## config.mk

```make
export PLATFORM = sky130hd
export DESIGN_NAME = acus_scale
export DESIGN_NICKNAME = d
export VERILOG_FILES = /design/src/rtl/acus_pkg.sv /design/src/rtl/acus_scale.sv
export SDC_FILE = /design/constraint.sdc
export NUM_CORES = 1
export LEC_CHECK = 0
export BUFFER_PORTS_ARGS = -buffer_cell sky130_fd_sc_hd__buf_4
export CORE_MARGIN = 2
export CORE_UTILIZATION = 25
export CTS_BUF_LIST = sky130_fd_sc_hd__clkbuf_8
export CTS_CLUSTER_DIAMETER = 150
export DETAILED_ROUTE_END_ITERATION = 10
export PLACE_DENSITY = 0.36
export SLEW_MARGIN = 20
export SYNTH_ARGS = -nofsm -noshare
export SYNTH_HDL_FRONTEND = slang
export SYNTH_SLANG_ARGS = --single-unit
```

## constraint.sdc

```tcl
create_clock -name clk -period 10.5 [get_ports clk]
set_input_delay 0.525 -clock clk [delete_from_list [all_inputs] [get_ports clk]]
set_output_delay 0.525 -clock clk [all_outputs]
set_load 0.03 [all_outputs]
```

## src/rtl/acus_pkg.sv

```systemverilog
// ----------------------------------------------------------------------------
// acus_pkg
// shared types, constants and the cordic angle table of the arccosine unit
// ----------------------------------------------------------------------------
package acus_pkg;

	localparam int INPUT_BITS_DEF    = 16;
	localparam int CORDIC_STAGES_DEF = 16;

	localparam int ANGLE_W = 24;
	localparam int MODE_W  = 2;
	// cordic datapath: vector normalized to 2^58, gain and sums stay below 2^60
	localparam int XW      = 62;
	localparam int NORM_EXP = 60;
	// phase in turns, 32 fraction bits, with sign and headroom
	localparam int ZW      = 34;
	localparam int PROD_W  = 64;

	localparam logic [31:0] HALF_TURN    = 32'd2147483648;
	localparam logic [31:0] QUARTER_TURN = 32'd1073741824;
	// 2*pi in q3.29
	localparam logic [31:0] TWO_PI_Q29   = 32'd3373259426;
	localparam logic [31:0] DEG_SCALE    = 32'd360;
	localparam logic [31:0] TURN_SCALE   = 32'd1;

	localparam int RAD_SHIFT = 45;
	localparam int STD_SHIFT = 16;

	typedef enum logic [MODE_W-1:0] {
		UNIT_TURNS   = 2'd0,
		UNIT_RADIANS = 2'd1,
		UNIT_DEGREES = 2'd2
	} unit_t;

	// control travelling beside the datapath
	typedef struct packed {
		logic valid;
		logic neg;
		logic clipped;
	} tag_t;

	// atan(2^-i) in turns, 32 fraction bits
	function automatic logic [31:0] atan_turns(input logic [4:0] idx);
		logic [31:0] r;
		case (idx)
			5'd0:  r = 32'd536870912;
			5'd1:  r = 32'd316933406;
			5'd2:  r = 32'd167458907;
			5'd3:  r = 32'd85004756;
			5'd4:  r = 32'd42667331;
			5'd5:  r = 32'd21354465;
			5'd6:  r = 32'd10679838;
			5'd7:  r = 32'd5340245;
			5'd8:  r = 32'd2670163;
			5'd9:  r = 32'd1335087;
			5'd10: r = 32'd667544;
			5'd11: r = 32'd333772;
			5'd12: r = 32'd166886;
			5'd13: r = 32'd83443;
			5'd14: r = 32'd41722;
			5'd15: r = 32'd20861;
			5'd16: r = 32'd10430;
			5'd17: r = 32'd5215;
			5'd18: r = 32'd2608;
			5'd19: r = 32'd1304;
			5'd20: r = 32'd652;
			5'd21: r = 32'd326;
			5'd22: r = 32'd163;
			5'd23: r = 32'd81;
			5'd24: r = 32'd41;
			5'd25: r = 32'd20;
			5'd26: r = 32'd10;
			5'd27: r = 32'd5;
			5'd28: r = 32'd3;
			5'd29: r = 32'd1;
			5'd30: r = 32'd1;
			default: r = 32'd0;
		endcase
		return r;
	endfunction

endpackage

```

## src/rtl/acus_scale.sv

```systemverilog
// ----------------------------------------------------------------------------
// acus_scale
// phase clamp, unit multiply and rounding to 16 fraction bits
// ----------------------------------------------------------------------------
module acus_scale (
	input  logic                           clk,
	input  logic                           arst_n,
	input  logic                           en,
	input  logic [acus_pkg::MODE_W-1:0]    unit_mode,
	input  acus_pkg::tag_t                 tag_in,
	input  logic signed [acus_pkg::ZW-1:0] z_in,
	output acus_pkg::tag_t                 tag_out,
	output logic [acus_pkg::ANGLE_W-1:0]   angle
);
	logic [31:0]                   z_clamp;
	logic [31:0]                   z_s1;
	acus_pkg::tag_t                tag_s1;
	logic [31:0]                   scale;
	logic [acus_pkg::PROD_W-1:0]   prod_s2;
	acus_pkg::tag_t                tag_s2;
	logic [acus_pkg::PROD_W-1:0]   rnd;
	logic [acus_pkg::PROD_W-1:0]   sum;

	// keep cordic residue inside zero to half a turn
	always_comb begin
		if (z_in[acus_pkg::ZW-1]) begin
			z_clamp = '0;
		end else if (z_in > signed'({{(acus_pkg::ZW-32){1'b0}}, acus_pkg::HALF_TURN})) begin
			z_clamp = acus_pkg::HALF_TURN;
		end else begin
			z_clamp = z_in[31:0];
		end
	end

	always_comb begin
		case (unit_mode)
			acus_pkg::UNIT_RADIANS: scale = acus_pkg::TWO_PI_Q29;
			acus_pkg::UNIT_DEGREES: scale = acus_pkg::DEG_SCALE;
			default:                scale = acus_pkg::TURN_SCALE;
		endcase
	end

	always_comb begin
		case (unit_mode)
			acus_pkg::UNIT_RADIANS: rnd = acus_pkg::PROD_W'(1) << (acus_pkg::RAD_SHIFT - 1);
			default:                rnd = acus_pkg::PROD_W'(1) << (acus_pkg::STD_SHIFT - 1);
		endcase
	end

	assign sum = prod_s2 + rnd;

	always_comb begin
		case (unit_mode)
			acus_pkg::UNIT_RADIANS: angle = acus_pkg::ANGLE_W'(sum >> acus_pkg::RAD_SHIFT);
			default:                angle = acus_pkg::ANGLE_W'(sum >> acus_pkg::STD_SHIFT);
		endcase
	end

	assign tag_out = tag_s2;

	always_ff @(posedge clk or negedge arst_n) begin
		if (!arst_n) begin
			tag_s1 <= '0;
			tag_s2 <= '0;
		end else if (en) begin
			tag_s1 <= tag_in;
			tag_s2 <= tag_s1;
		end
	end

	always_ff @(posedge clk) begin
		if (en) begin
			z_s1    <= z_clamp;
			prod_s2 <= acus_pkg::PROD_W'(z_s1) * acus_pkg::PROD_W'(scale);
		end
	end
endmodule

```

==> flow_metrics.tcl <==
set metrics [dict create \
    cts_max_level 3 \
    syn-num-nets 3249 \
    top_layer "met4" \
    fin_crit_ns 8.774 \
    drv_slew 0 \
    die_y_um 313.2 \
    wire_per_inst_um 21.53 \
    port_buffers 68 \
    slew_headroom_pct 25.58 \
    synthArstFlopShare_pct 6.897 \
    gp_congestion 0.8645 \
    vias_per_cell 4.378 \
    antenna_found_initial 1 \
    insertion_delay_ns 0.48 \
    cts_max_path_buffers 2 \
    timing.final.hold_violations 0 \
    avgSynthCellArea_sq_um 10.07 \
    vias 16090 \
    rows 113 \
    yosysTopAreaCell "fa_1" \
    yosysWarnings 0 \
    startpoint "unit_mode[1]" \
    syn_inst 2374 \
    reg2reg_from "z_s1[1]" \
    grt_pass1_wl_um 120000 \
    ys_ff_latch 87 \
    hold_class "primary input to flop" \
    fmax_mhz 114.0 \
    core-area_sq_mm 0.09487 \
    dr_wl_met2_um 39140 \
    reg2regPathDepth 25 \
    synth_cell_types 71 \
    outcome "finished clean" \
    crit_type "primary input to flop" \
    clk_pin_slew_ns 0.11 \
    initial_utilization_pct 25.20 \
    drt-met1-wl_um 35750 \
    synthTopCellsByArea "fa_1, ha_1, edfxtp_1" \
    dr_wl_met3_um 2504 \
    reg2reg_to "prod_s2[54]" \
    drc_errors 0 \
    layout_common_cells "inv_1, fa_1, ha_1" \
    die_w_um 313.2 \
    fin_worst_skew_ns 0.03955 \
    timing.setup.tns_ns 0 \
    grt_max_degree 56 \
    dpl.hpwl_um 71170 \
    ant_nets 0 \
    yosysSeqAreaShare_pct 10.80 \
    whs_path_depth 2 \
    rsz0062_at_grt "false" \
    wl_um 79120 \
    hp-start "tag_in[0]" \
    layout_commonest_cell "inv_1" \
    clock_sinks 87 \
    cts_tree "built" \
    drive_gt1_share_pct 5.855 \
    grt_pass1_vias 18210 \
    arrival_ns 9.05 \
    synth_top_area_share_pct 37.93 \
    crit_path_start_kind "primary input" \
    drt-initial-drc-count 833 \
    synth_edf_count 81 \
    firstDrtPassIters 4 \
    overflow 0 \
    cts-buffers-inserted 9 \
    critPathCaptureType "flop" \
    cts_root_buf "clkbuf_8" \
    r2r_slack_ns 2.30 \
    syn2layout_area_growth_pct 8.970 \
    critical_path_peak_fanout 32 \
    finalCritPeriodShare_pct 83.56 \
    pin_count 69 \
    hold_path_end "tag_s1[0]" \
    setup_viol_count_final 0 \
    final_nets 3278 \
    ys.flop_type "edfxtp_1" \
    grtUsageTotal_pct 16.67 \
    worst-slew-pin-transition_ns 1.116 \
    synth_area_sq_mm 0.02391 \
    critPathRequiredTime_ns 10.78 \
    die-area_sq_mm 0.09812 \
    drv_cap 0 \
]
-- stage by stage --
stage / util, % / hold WS (ns) / cell area, sq um / setup slack, ns / cells
detailed placement: 27.24 / 0.3371 / 25840 / 1.272 / 3656
global route: 27.45 / 0.2417 / 26050 / 1.299 / 3673
CTS: 27.45 / 0.2303 / 26050 / 1.753 / 3673
floorplan: - / 0.2294 / 23910 / 2.320 / 2374
finish: 27.46 / 0.2883 / 26050 / 1.726 / 3675
global placement: 27.24 / 0.3328 / 25840 / 1.287 / 3656
-- cell usage after synthesis (3+ instances only) --
| cell type | number |
|---|---|
| o21bai_1 | 13 |
| a21oi_2 | 4 |
| nor3_1 | 12 |
| nand2b_1 | 21 |
| nand3_1 | 29 |
| inv_1 | 575 |
| a21boi_0 | 3 |
| mux2_2 | 7 |
| dfrtp_1 | 6 |
| edfxtp_1 | 81 |
| o21ai_0 | 28 |
| nor2b_1 | 24 |
| o21ba_2 | 3 |
| nor2_1 | 59 |
| buf_2 | 8 |
| nor4_1 | 10 |
| and4_1 | 5 |
| a21oi_1 | 88 |
| a21boi_1 | 3 |
| a21o_1 | 38 |
| nor2_2 | 3 |
| ha_1 | 380 |
| clkbuf_1 | 51 |
| fa_1 | 453 |
| xor2_1 | 61 |
| nand4_1 | 30 |
| and3_1 | 24 |
| or2_2 | 6 |
| nand2_1 | 121 |
| a31oi_1 | 6 |
| o21ai_1 | 10 |
| o21a_1 | 7 |
| and2_1 | 95 |
| xnor2_1 | 61 |
-- kinds of logic (layout without fill, tap and decap cells) --
group	Yosys count	count (layout)	share of synthesized area (%)
adders and majority gates	834	834	57.86
other	0	2	0
buffers and inverters	635	669	10.03
xor gates and xnor gates	122	122	4.470
muxes	8	8	0.3716
DFF	87	87	10.80
AOI/OAI and AO/OA	238	238	6.636
and+or+nand+nor	450	450	9.829
-- registers in the layout (all words and copies together) (netlist names) --
signal,flops
prod_s2,49
z_s1,32
tag_out,3
tag_s1,3
-- final cells by class --
type	count	area [sq um]
Inverter	575	2158
Clock inverter	7	71.32
Fill cell	10080	68820
Multi-Input combinational cell	1652	18940
Timing Repair Buffer	78	588.1
Antenna cell	2	5.005
Clock buffer	9	123.9
Sequential cell	87	2582
Tap cell	1265	1583
-- critical path: stages --
cell      delay (ns)
buf_4           0.12
inv_1           0.08
ha_2            0.69
nand2_1         0.44
inv_1           0.51
fa_1            0.51
inv_1           0.15
fa_1            0.47
fa_1            0.55
inv_1           0.04
ha_1            0.32
fa_1            0.48
fa_1            0.52
fa_1            0.55
inv_1           0.05
fa_1            0.53
inv_1           0.04
ha_1            0.43
and2_1          0.23
nand3_1         0.12
nor4_1          0.44
o311ai_2        0.27
a211oi_2        0.38
a21oi_1         0.17
o21ai_1         0.19
xor2_1          0.23
-- what timing repair did --
item                                   4_1_cts  5_1_grt
hold buffers                                 1        0
resized for setup                            0        0
endpoints found under the hold margin        6        0
setup endpoints to repair                    0        0
buffers inserted                             0        0
-- worst max-delay path by stage --
| stage | end | slack [ns] | cells after the start |
|---|---|---|---|
| after floorplan | prod_s2[61] | 2.32 | 31 |
| after global placement | prod_s2[54] | 1.29 | 29 |
| after detailed placement | prod_s2[54] | 1.27 | 26 |
| after CTS | prod_s2[54] | 1.75 | 26 |
| after global routing | prod_s2[54] | 1.30 | 29 |
| final | prod_s2[54] | 1.73 | 26 |
-- layer usage --
layer  vias to the layer above  track usage, %
met4                         0           3.578
met1                      8241           22.50
li1                       7512               -
met3                        59           2.283
met5                         -               0
met2                       277           28.39
Power is not shown: default switching activity piles up to over one toggle a cycle in this logic, so the estimate is an artifact.
