### config.mk
export PLATFORM = sky130hd
export DESIGN_NAME = acus_sqrt_cell
export DESIGN_NICKNAME = d
export VERILOG_FILES = /design/src/rtl/acus_pkg.sv /design/src/rtl/acus_sqrt_cell.sv
export SDC_FILE = /design/constraint.sdc
export NUM_CORES = 1
export LEC_CHECK = 0
export BUFFER_PORTS_ARGS = -buffer_cell sky130_fd_sc_hd__clkbuf_2
export CAP_MARGIN = 40
export CORE_MARGIN = 2
export CORE_UTILIZATION = 50
export DETAILED_ROUTE_END_ITERATION = 8
export PLACE_DENSITY = 0.92
export SETUP_SLACK_MARGIN = 0.5
export SYNTH_ARGS = -nofsm -noshare
export SYNTH_HDL_FRONTEND = slang
export SYNTH_SLANG_ARGS = --single-unit
### constraint.sdc
create_clock -name clk -period 1.35 [get_ports clk]
set_input_delay 0.0675 -clock clk [delete_from_list [all_inputs] [get_ports clk]]
set_output_delay 0.0675 -clock clk [all_outputs]
set_load 0.005 [all_outputs]
### src/rtl/acus_pkg.sv
// ----------------------------------------------------------------------------
// acus_pkg
// shared types, constants and the cordic angle table of the arccosine unit
// ----------------------------------------------------------------------------
package acus_pkg;

	localparam int INPUT_BITS_DEF    = 16;
	localparam int CORDIC_STAGES_DEF = 16;

	localparam int ANGLE_W = 24;
	localparam int MODE_W  = 2;
	// cordic datapath: vector normalized to 2^58, gain and sums stay below 2^60
	localparam int XW      = 62;
	localparam int NORM_EXP = 60;
	// phase in turns, 32 fraction bits, with sign and headroom
	localparam int ZW      = 34;
	localparam int PROD_W  = 64;

	localparam logic [31:0] HALF_TURN    = 32'd2147483648;
	localparam logic [31:0] QUARTER_TURN = 32'd1073741824;
	// 2*pi in q3.29
	localparam logic [31:0] TWO_PI_Q29   = 32'd3373259426;
	localparam logic [31:0] DEG_SCALE    = 32'd360;
	localparam logic [31:0] TURN_SCALE   = 32'd1;

	localparam int RAD_SHIFT = 45;
	localparam int STD_SHIFT = 16;

	typedef enum logic [MODE_W-1:0] {
		UNIT_TURNS   = 2'd0,
		UNIT_RADIANS = 2'd1,
		UNIT_DEGREES = 2'd2
	} unit_t;

	// control travelling beside the datapath
	typedef struct packed {
		logic valid;
		logic neg;
		logic clipped;
	} tag_t;

	// atan(2^-i) in turns, 32 fraction bits
	function automatic logic [31:0] atan_turns(input logic [4:0] idx);
		logic [31:0] r;
		case (idx)
			5'd0:  r = 32'd536870912;
			5'd1:  r = 32'd316933406;
			5'd2:  r = 32'd167458907;
			5'd3:  r = 32'd85004756;
			5'd4:  r = 32'd42667331;
			5'd5:  r = 32'd21354465;
			5'd6:  r = 32'd10679838;
			5'd7:  r = 32'd5340245;
			5'd8:  r = 32'd2670163;
			5'd9:  r = 32'd1335087;
			5'd10: r = 32'd667544;
			5'd11: r = 32'd333772;
			5'd12: r = 32'd166886;
			5'd13: r = 32'd83443;
			5'd14: r = 32'd41722;
			5'd15: r = 32'd20861;
			5'd16: r = 32'd10430;
			5'd17: r = 32'd5215;
			5'd18: r = 32'd2608;
			5'd19: r = 32'd1304;
			5'd20: r = 32'd652;
			5'd21: r = 32'd326;
			5'd22: r = 32'd163;
			5'd23: r = 32'd81;
			5'd24: r = 32'd41;
			5'd25: r = 32'd20;
			5'd26: r = 32'd10;
			5'd27: r = 32'd5;
			5'd28: r = 32'd3;
			5'd29: r = 32'd1;
			5'd30: r = 32'd1;
			default: r = 32'd0;
		endcase
		return r;
	endfunction

endpackage

### src/rtl/acus_sqrt_cell.sv
// ----------------------------------------------------------------------------
// acus_sqrt_cell
// one digit of a pipelined restoring integer square root
// ----------------------------------------------------------------------------
module acus_sqrt_cell #(
	parameter int INPUT_BITS = acus_pkg::INPUT_BITS_DEF
) (
	input  logic                      clk,
	input  logic                      arst_n,
	input  logic                      en,
	input  acus_pkg::tag_t            tag_in,
	input  logic [2*(INPUT_BITS-1)-1:0] rad_in,
	input  logic [INPUT_BITS:0]       rem_in,
	input  logic [INPUT_BITS-2:0]     root_in,
	input  logic [INPUT_BITS-2:0]     mag_in,
	output acus_pkg::tag_t            tag_q,
	output logic [2*(INPUT_BITS-1)-1:0] rad_q,
	output logic [INPUT_BITS:0]       rem_q,
	output logic [INPUT_BITS-2:0]     root_q,
	output logic [INPUT_BITS-2:0]     mag_q
);
	localparam int RADW = 2 * (INPUT_BITS - 1);
	localparam int CW   = INPUT_BITS + 3;

	logic [CW-1:0] cur;
	logic [CW-1:0] trial;
	logic          fits;

	// bring down the next two radicand bits, try root*4+1
	assign cur   = {rem_in, rad_in[RADW-1 -: 2]};
	assign trial = {{(CW-INPUT_BITS-1){1'b0}}, root_in, 2'b01};
	assign fits  = (cur >= trial);

	always_ff @(posedge clk or negedge arst_n) begin
		if (!arst_n) begin
			tag_q <= '0;
		end else if (en) begin
			tag_q <= tag_in;
		end
	end

	always_ff @(posedge clk) begin
		if (en) begin
			rad_q  <= {rad_in[RADW-3:0], 2'b00};
			mag_q  <= mag_in;
			if (fits) begin
				rem_q  <= (INPUT_BITS+1)'(cur - trial);
				root_q <= {root_in[INPUT_BITS-3:0], 1'b1};
			end else begin
				rem_q  <= (INPUT_BITS+1)'(cur);
				root_q <= {root_in[INPUT_BITS-3:0], 1'b0};
			end
		end
	end
endmodule

==> impl_metrics.json, run 1 <==
{
  "core_area_um2": 6830,
  "drt-initial-drc-count": 534,
  "synth.avg_cell_area_um2": 14.8,
  "yosys.area.top_type": "edfxtp_1",
  "crit_arrival_ns": 2.10,
  "cp_cell_sequence": "clkbuf_2 > inv_1 > ha_1 > buf_4 > a21oi_1 > o21ai_1 > a31o_2 > a21oi_1 > xnor2_1 > mux2_4",
  "io_buffer_count": 160,
  "synth_area_um2": 3570,
  "vias_per_cell": 6.23,
  "power_leakage_nw": 2.84,
  "cts_tree": "done",
  "die_area_um2": 7820,
  "antenna_found_initial": 2,
  "ys_seq_area_share_pct": 65.3,
  "min_from": "rem_in[5]",
  "cpMaxStageDelayCell": "ha_1",
  "ys.flop_type": "edfxtp_1",
  "worstHoldPathType": "primary input to flip-flop",
  "period_needed_ns": 1.99,
  "crit_path_max_incr_delay_ns": 0.30,
  "hpwl_um": 7290,
  "netlist_instances": 241,
  "ant_nets": 0,
  "synth.distinct_cells": 44,
  "cts_sinks": 78,
  "r2r_end": "tag_q[0]",
  "min_to": "rem_q[7]",
  "layout_worst_path_cycle_share_pct": 147,
  "dr.pass1.iters": 6,
  "synth_most_common_cell": "edfxtp_1",
  "crit_path_max_fanout": 4,
  "clk_pin_slew_ns": 0.09,
  "max_freq_mhz": 503,
  "totalWireLength_um": 18400,
  "ys_warn_count": 0,
  "drc_errors": 0,
  "holdWs_ns": 0.0262,
  "vias": 3992,
  "grt_max_degree": 30,
  "grt_use_total_pct": 40.7,
  "finalHoldViolations": 0,
  "p_per_area_nw_per_um2": 1100,
  "fin_skew_ns": 0,
  "fin_setup_tns_ns": -9.36,
  "pre_cts_ws_ns": -0.868,
  "synth_common_cells": "75 x edfxtp_1, 23 x inv_1, 17 x ha_1, 15 x a21oi_1",
  "worst-path-buf-inv": 3,
  "endpoint_kind": "flip-flop",
  "hold_depth": 2,
  "cts_max_path_buffers": 2,
  "start_util_pct": 52.2,
  "critPathKind": "primary input to flip-flop",
  "violations": "setup timing",
  "grt_remaining_overflow": 0,
  "finalPower_mw": 6.88,
  "ys_async_sr_fraction_pct": 3.85,
  "drive_gt1_share_pct": 56.1,
  "rr_startpoint": "tag_q[0]",
  "status": "finished with violations",
  "r2r_slack_ns": 0.42,
  "clockRootBuffer": "clkbuf_8",
  "synth_edf_count": 75,
  "maxSlewViolCount": 0,
  "core.rowCount": 30,
  "ioPinCount": 163,
  "required_ns": 1.46,
  "htreeDepth": 3,
  "drv_cap": 0,
  "rsz0062_at_grt": "yes",
  "wl_per_cell_um": 28.7,
  "grt_pass1_vias": 3808,
  "clk_latency_ns": 0.36,
  "synth.area.top_cells": "edfxtp_1 63%, ha_1 6.0%, mux2_2 3.5%",
  "yosysTopAreaCellShare_pct": 63.2,
  "die_w_um": 88.5,
  "crit_family": "compound AO/OA/AOI/OAI gates",
  "numCtsBuffers": 9,
  "fp.dieH_um": 88.5,
  "grt_pass1_wl_um": 22600,
  "nets": 639,
  "cp_common_cell": "a21oi_1",
  "yosys_register_bits": 78,
  "layout_setup_ws_ns": -0.640,
  "setup_viol": 18,
  "routabilityCongestion": 0.878,
  "rr_worst_depth": 2,
  "critPathLaunchType": "primary input",
  "areaGrowthSynthToFinish_pct": 75.9,
  "peakVddDrop_v": 0.000909
}
power breakdown:
part / internal [mW] / switching (mW) / total (mW)
clock network: 0.908 / 0.975 / 1.88
registers: 2.94 / 0.115 / 3.05
logic: 1.01 / 0.937 / 1.95
total: 4.86 / 2.03 / 6.88
metrics by stage:
| step | cells | instance area (µm²) | utilization (%) |
|---|---|---|---|
| CTS | 634 | 6100 | 89.3 |
| global route | 641 | 6270 | 91.8 |
| finish | 641 | 6270 | 91.8 |
| global placement | 544 | 5010 | 73.4 |
| detailed placement | 544 | 5010 | 73.4 |
| floorplan | 242 | 3710 | - |
layout by cell type, fill, tap and decap left out, drive strengths merged, types with 4 or more instances in the layout:
cell         instances
a21oi               15
buf                147
clkbuf              96
dlygate4sd3         61
edfxtp              75
ha                  17
inv                 23
mux2                16
nand2                8
nand3                4
nor2                11
nor3                 5
o21ai               10
xnor2                9
xor2                 4
worst max-delay path by stage:
stage / from / endpoint / slack (ns) / cells after the start
after floorplan: root_in[2] / rem_q[10] / -0.69 / 9
after global placement: root_in[4] / rem_q[7] / -0.78 / 10
after detailed placement: root_in[2] / rem_q[16] / -0.87 / 10
after CTS: root_in[10] / rem_q[14] / -0.38 / 10
after global routing: root_in[9] / rem_q[16] / -0.63 / 10
final: root_in[9] / rem_q[16] / -0.64 / 10
area by class of cell:
type                    count  area (µm²)
diodes                      1        2.50
clock buffers              11         141
clock inverters             5        58.8
fillers                   248         559
inverters                  23         119
multi-input cells         134        1330
flip-flops and latches     78        2330
well taps                  96         120
repair buffers            293        2170
layer usage:
metal | vias up | part of all wire (%) | global-route usage (%)
met2 | 478 | 45 | 68.0
met1 | 1884 | 33 | 47.9
met5 | - | 0.060 | 0
li1 | 1495 | - | -
met4 | 2 | 8.4 | 23.3
met3 | 133 | 13 | 10.1
kinds of logic after synthesis:
group	share of synthesized area (%)
other	0.105
adders and majority gates	5.96
DFF	65.3
muxes	6.42
AOI/OAI and AO/OA	9.79
and+or+nand+nor	5.16
buffers and inverters	4.10
xor gates and xnor gates	3.19
registers in the layout (all words and copies together), names as in the netlist:
signal  flops
mag_q      15
rad_q      28
rem_q      17
root_q     15
tag_q       3
repair_timing:
action,CTS,global route
pin swaps,13,9
resized for setup,29,105
setup buffers,12,6
endpoints found under the setup margin,96,98
endpoints found under the hold margin,63,0
cloned,1,0
hold buffers,61,0
No activity file was read; power rests on OpenSTA's default activity.
==> run 2, diff against run 1 <==
--- a/config.mk
+++ b/config.mk
@@ -7,9 +7,11 @@
 export LEC_CHECK = 0
 export BUFFER_PORTS_ARGS = -buffer_cell sky130_fd_sc_hd__clkbuf_2
 export CAP_MARGIN = 40
+export CORE_ASPECT_RATIO = 0.5
 export CORE_MARGIN = 2
 export CORE_UTILIZATION = 50
 export DETAILED_ROUTE_END_ITERATION = 8
+export GPL_TIMING_DRIVEN = 1
 export PLACE_DENSITY = 0.92
 export SETUP_SLACK_MARGIN = 0.5
 export SYNTH_ARGS = -nofsm -noshare
==> run 2 against run 1 <==
The run ends with DRC, setup timing left. First-iteration DRC count increased by 22%. Register-to-register slack improved by 0.02 ns. Utilization increased by 0.27 points. Clock power increased by 41%. Highest routed layer is now met4. Largest power group unchanged. Combinational power about the same. Non-clock buffer count decreased by 11. Count of clock-buffer cells in the layout decreased by 1. Cell area decreased by 0.48%.
==> impl_metrics.json, run 2 (synthesized netlist as in run 1, its figures left out) <==
{
  "crit_family": "simple AND/OR/NAND/NOR gates",
  "grt_pass1_wl_um": 23000,
  "cts_max_path_buffers": 2,
  "drt-initial-drc-count": 651,
  "cts_sinks": 78,
  "grt_remaining_overflow": 0,
  "min_to": "rem_q[12]",
  "layout_worst_path_cycle_share_pct": 145,
  "finalPower_mw": 7.61,
  "critPathLaunchType": "primary input",
  "fin_setup_tns_ns": -9.62,
  "cp_cell_sequence": "clkbuf_2 > inv_1 > ha_4 > o21ai_0 > nor2_1 > or3_4 > nand4_1 > nand3_1 > mux2_4",
  "grt_use_total_pct": 41.6,
  "die_area_um2": 7860,
  "swShare_pct": 27.4,
  "layout_setup_ws_ns": -0.601,
  "p_int_mw": 5.53,
  "largest_register": "rad_q",
  "multi_input_area_um2": 1380,
  "grt_max_degree": 28,
  "rsz0062_at_grt": "yes",
  "antenna_found_initial": 1,
  "largest_reg_flops": 28,
  "stdcell_area_um2": 6240,
  "p_comb_share_pct": 25.2,
  "violations": "DRC, setup timing",
  "routabilityCongestion": 0.880,
  "peakVddDrop_v": 0.000804,
  "nets": 628,
  "r2r_slack_ns": 0.44,
  "vias_per_cell": 6.30,
  "crit_arrival_ns": 2.04,
  "pwr-share-seq_pct": 39.9,
  "worst_slew_pin_slew_ns": 0.593,
  "ioPinCount": 163,
  "mostFrequentLayoutCell": "clkbuf_2",
  "dr.pass1.iters": 9,
  "reg.largest.list": "rad_q x28, rem_q x17",
  "crit_path_max_fanout": 6,
  "slew_headroom_pct": 60.1,
  "drv_cap": 0,
  "p_per_area_nw_per_um2": 1220,
  "worst-path-buf-inv": 2,
  "core_area_um2": 6780,
  "drc_errors": 121,
  "status": "finished with violations",
  "maxSlewViolCount": 0,
  "rr_startpoint": "tag_q[1]",
  "die_w_um": 123,
  "start_util_pct": 52.6,
  "fin_skew_ns": 0,
  "num_antenna_cells": 0,
  "r2r_end": "tag_q[1]",
  "core.rowCount": 21,
  "crit_path_max_incr_delay_ns": 0.43,
  "finish.utilization_pct": 92.1,
  "vias": 3939,
  "clk_latency_ns": 0.34,
  "hold_depth": 2,
  "areaGrowthSynthToFinish_pct": 75.1,
  "final_cell_mix": "96 x clkbuf_2, 75 x edfxtp_1, 61 x dlygate4sd3_1, 58 x buf_2, 53 x buf_4",
  "setup_viol": 18,
  "io_buffer_count": 160,
  "hpwl_um": 7350,
  "fill_cells": 213,
  "endpoint_kind": "flip-flop",
  "switching_power_mw": 2.09,
  "period_needed_ns": 1.95,
  "totalWireLength_um": 17300,
  "critPathKind": "primary input to flip-flop",
  "htreeDepth": 3,
  "ant_nets": 0,
  "clockRootBuffer": "clkbuf_16",
  "min_from": "rem_in[10]",
  "dpl_cell_area_um2": 5000,
  "grt_pass1_vias": 3805,
  "rr_worst_depth": 2,
  "wl_per_cell_um": 27.7,
  "max_freq_mhz": 513,
  "cts_tree": "done",
  "clkPwrFrac_pct": 34.8,
  "fp.dieH_um": 63.7,
  "clk_pin_slew_ns": 0.06,
  "power_leakage_nw": 2.80,
  "ff_latch_area_um2": 2330,
  "required_ns": 1.44,
  "worstHoldPathType": "primary input to flip-flop",
  "finalHoldViolations": 0,
  "drive_gt1_share_pct": 55.7,
  "numCtsBuffers": 9,
  "cpMaxStageDelayCell": "or3_4"
}
-- run 2: changes by cell type in the layout (fill, tap and decap cells not counted), sizes merged --
| cell | delta |
|---|---|
| bufinv | +1 |
| clkinvlp | -1 |
| clkbuf | +14 |
| inv | +1 |
| diode | -1 |
| buf | -26 |
-- run 2: power groups by stage --
stage	clock, mW	sequential [mW]	combinational (mW)
after floorplan	0	3.08	0.573
after global placement	0	3.04	1.24
after detailed placement	0	3.06	1.30
after CTS	2.57	3.02	1.62
after global routing	2.77	3.05	1.98
final	2.65	3.04	1.92
-- run 2: area by class of cell --
type / count / share of cell area (%)
Timing Repair Buffer: 282 / 31.9
Inverter: 23 / 1.86
Clock inverter: 6 / 1.36
Clock buffer: 10 / 3.67
Sequential cell: 78 / 37.3
Tap cell: 92 / 1.84
Multi-Input combinational cell: 134 / 22.1
-- run 2: routing by layer --
metal / share of wire (%) / track usage (%) / vias up
met1: 34 / 48.3 / 1820
met5: 0 / 0 / -
met2: 44 / 65.9 / 461
met3: 13 / 15.0 / 173
li1: - / - / 1485
met4: 9.1 / 25.7 / 0
-- run 2: per-stage QoR --
step / std cells / setup slack, ns / hold slack, ns
2_1_floorplan: 242 / -0.691 / -0.228
3_3_place_gp: 542 / -0.767 / -0.135
3_5_place_dp: 542 / -0.846 / -0.129
4_1_cts: 624 / -0.403 / 0.0553
5_1_grt: 625 / -0.870 / 0.0635
6_report: 625 / -0.601 / 0.0804
-- run 2: worst max-delay path by stage --
stage | end | cells past startpoint | startpoint
3_3_place_gp | rem_q[9] | 10 | root_in[4]
2_1_floorplan | rem_q[10] | 9 | root_in[2]
6_report | rem_q[10] | 9 | root_in[4]
4_1_cts | rem_q[9] | 10 | root_in[2]
3_5_place_dp | rem_q[9] | 10 | root_in[2]
5_1_grt | rem_q[16] | 10 | root_in[9]
-- run 2: timing repair --
item / 4_1_cts / 5_1_grt
gates resized for setup: 36 / 78
hold endpoints to repair: 63 / 0
hold buffers: 61 / 0
pin swaps: 14 / 9
setup endpoints to repair: 96 / 96
buffers inserted: 4 / 1
cloned: 1 / 0
-- run 2: worst reg2reg max path: cells and delay by family, from the launching register on --
family                 cells  cell delay, ns
DFF                        1            0.40
muxes                      1            0.26
buffers and inverters      1            0.12
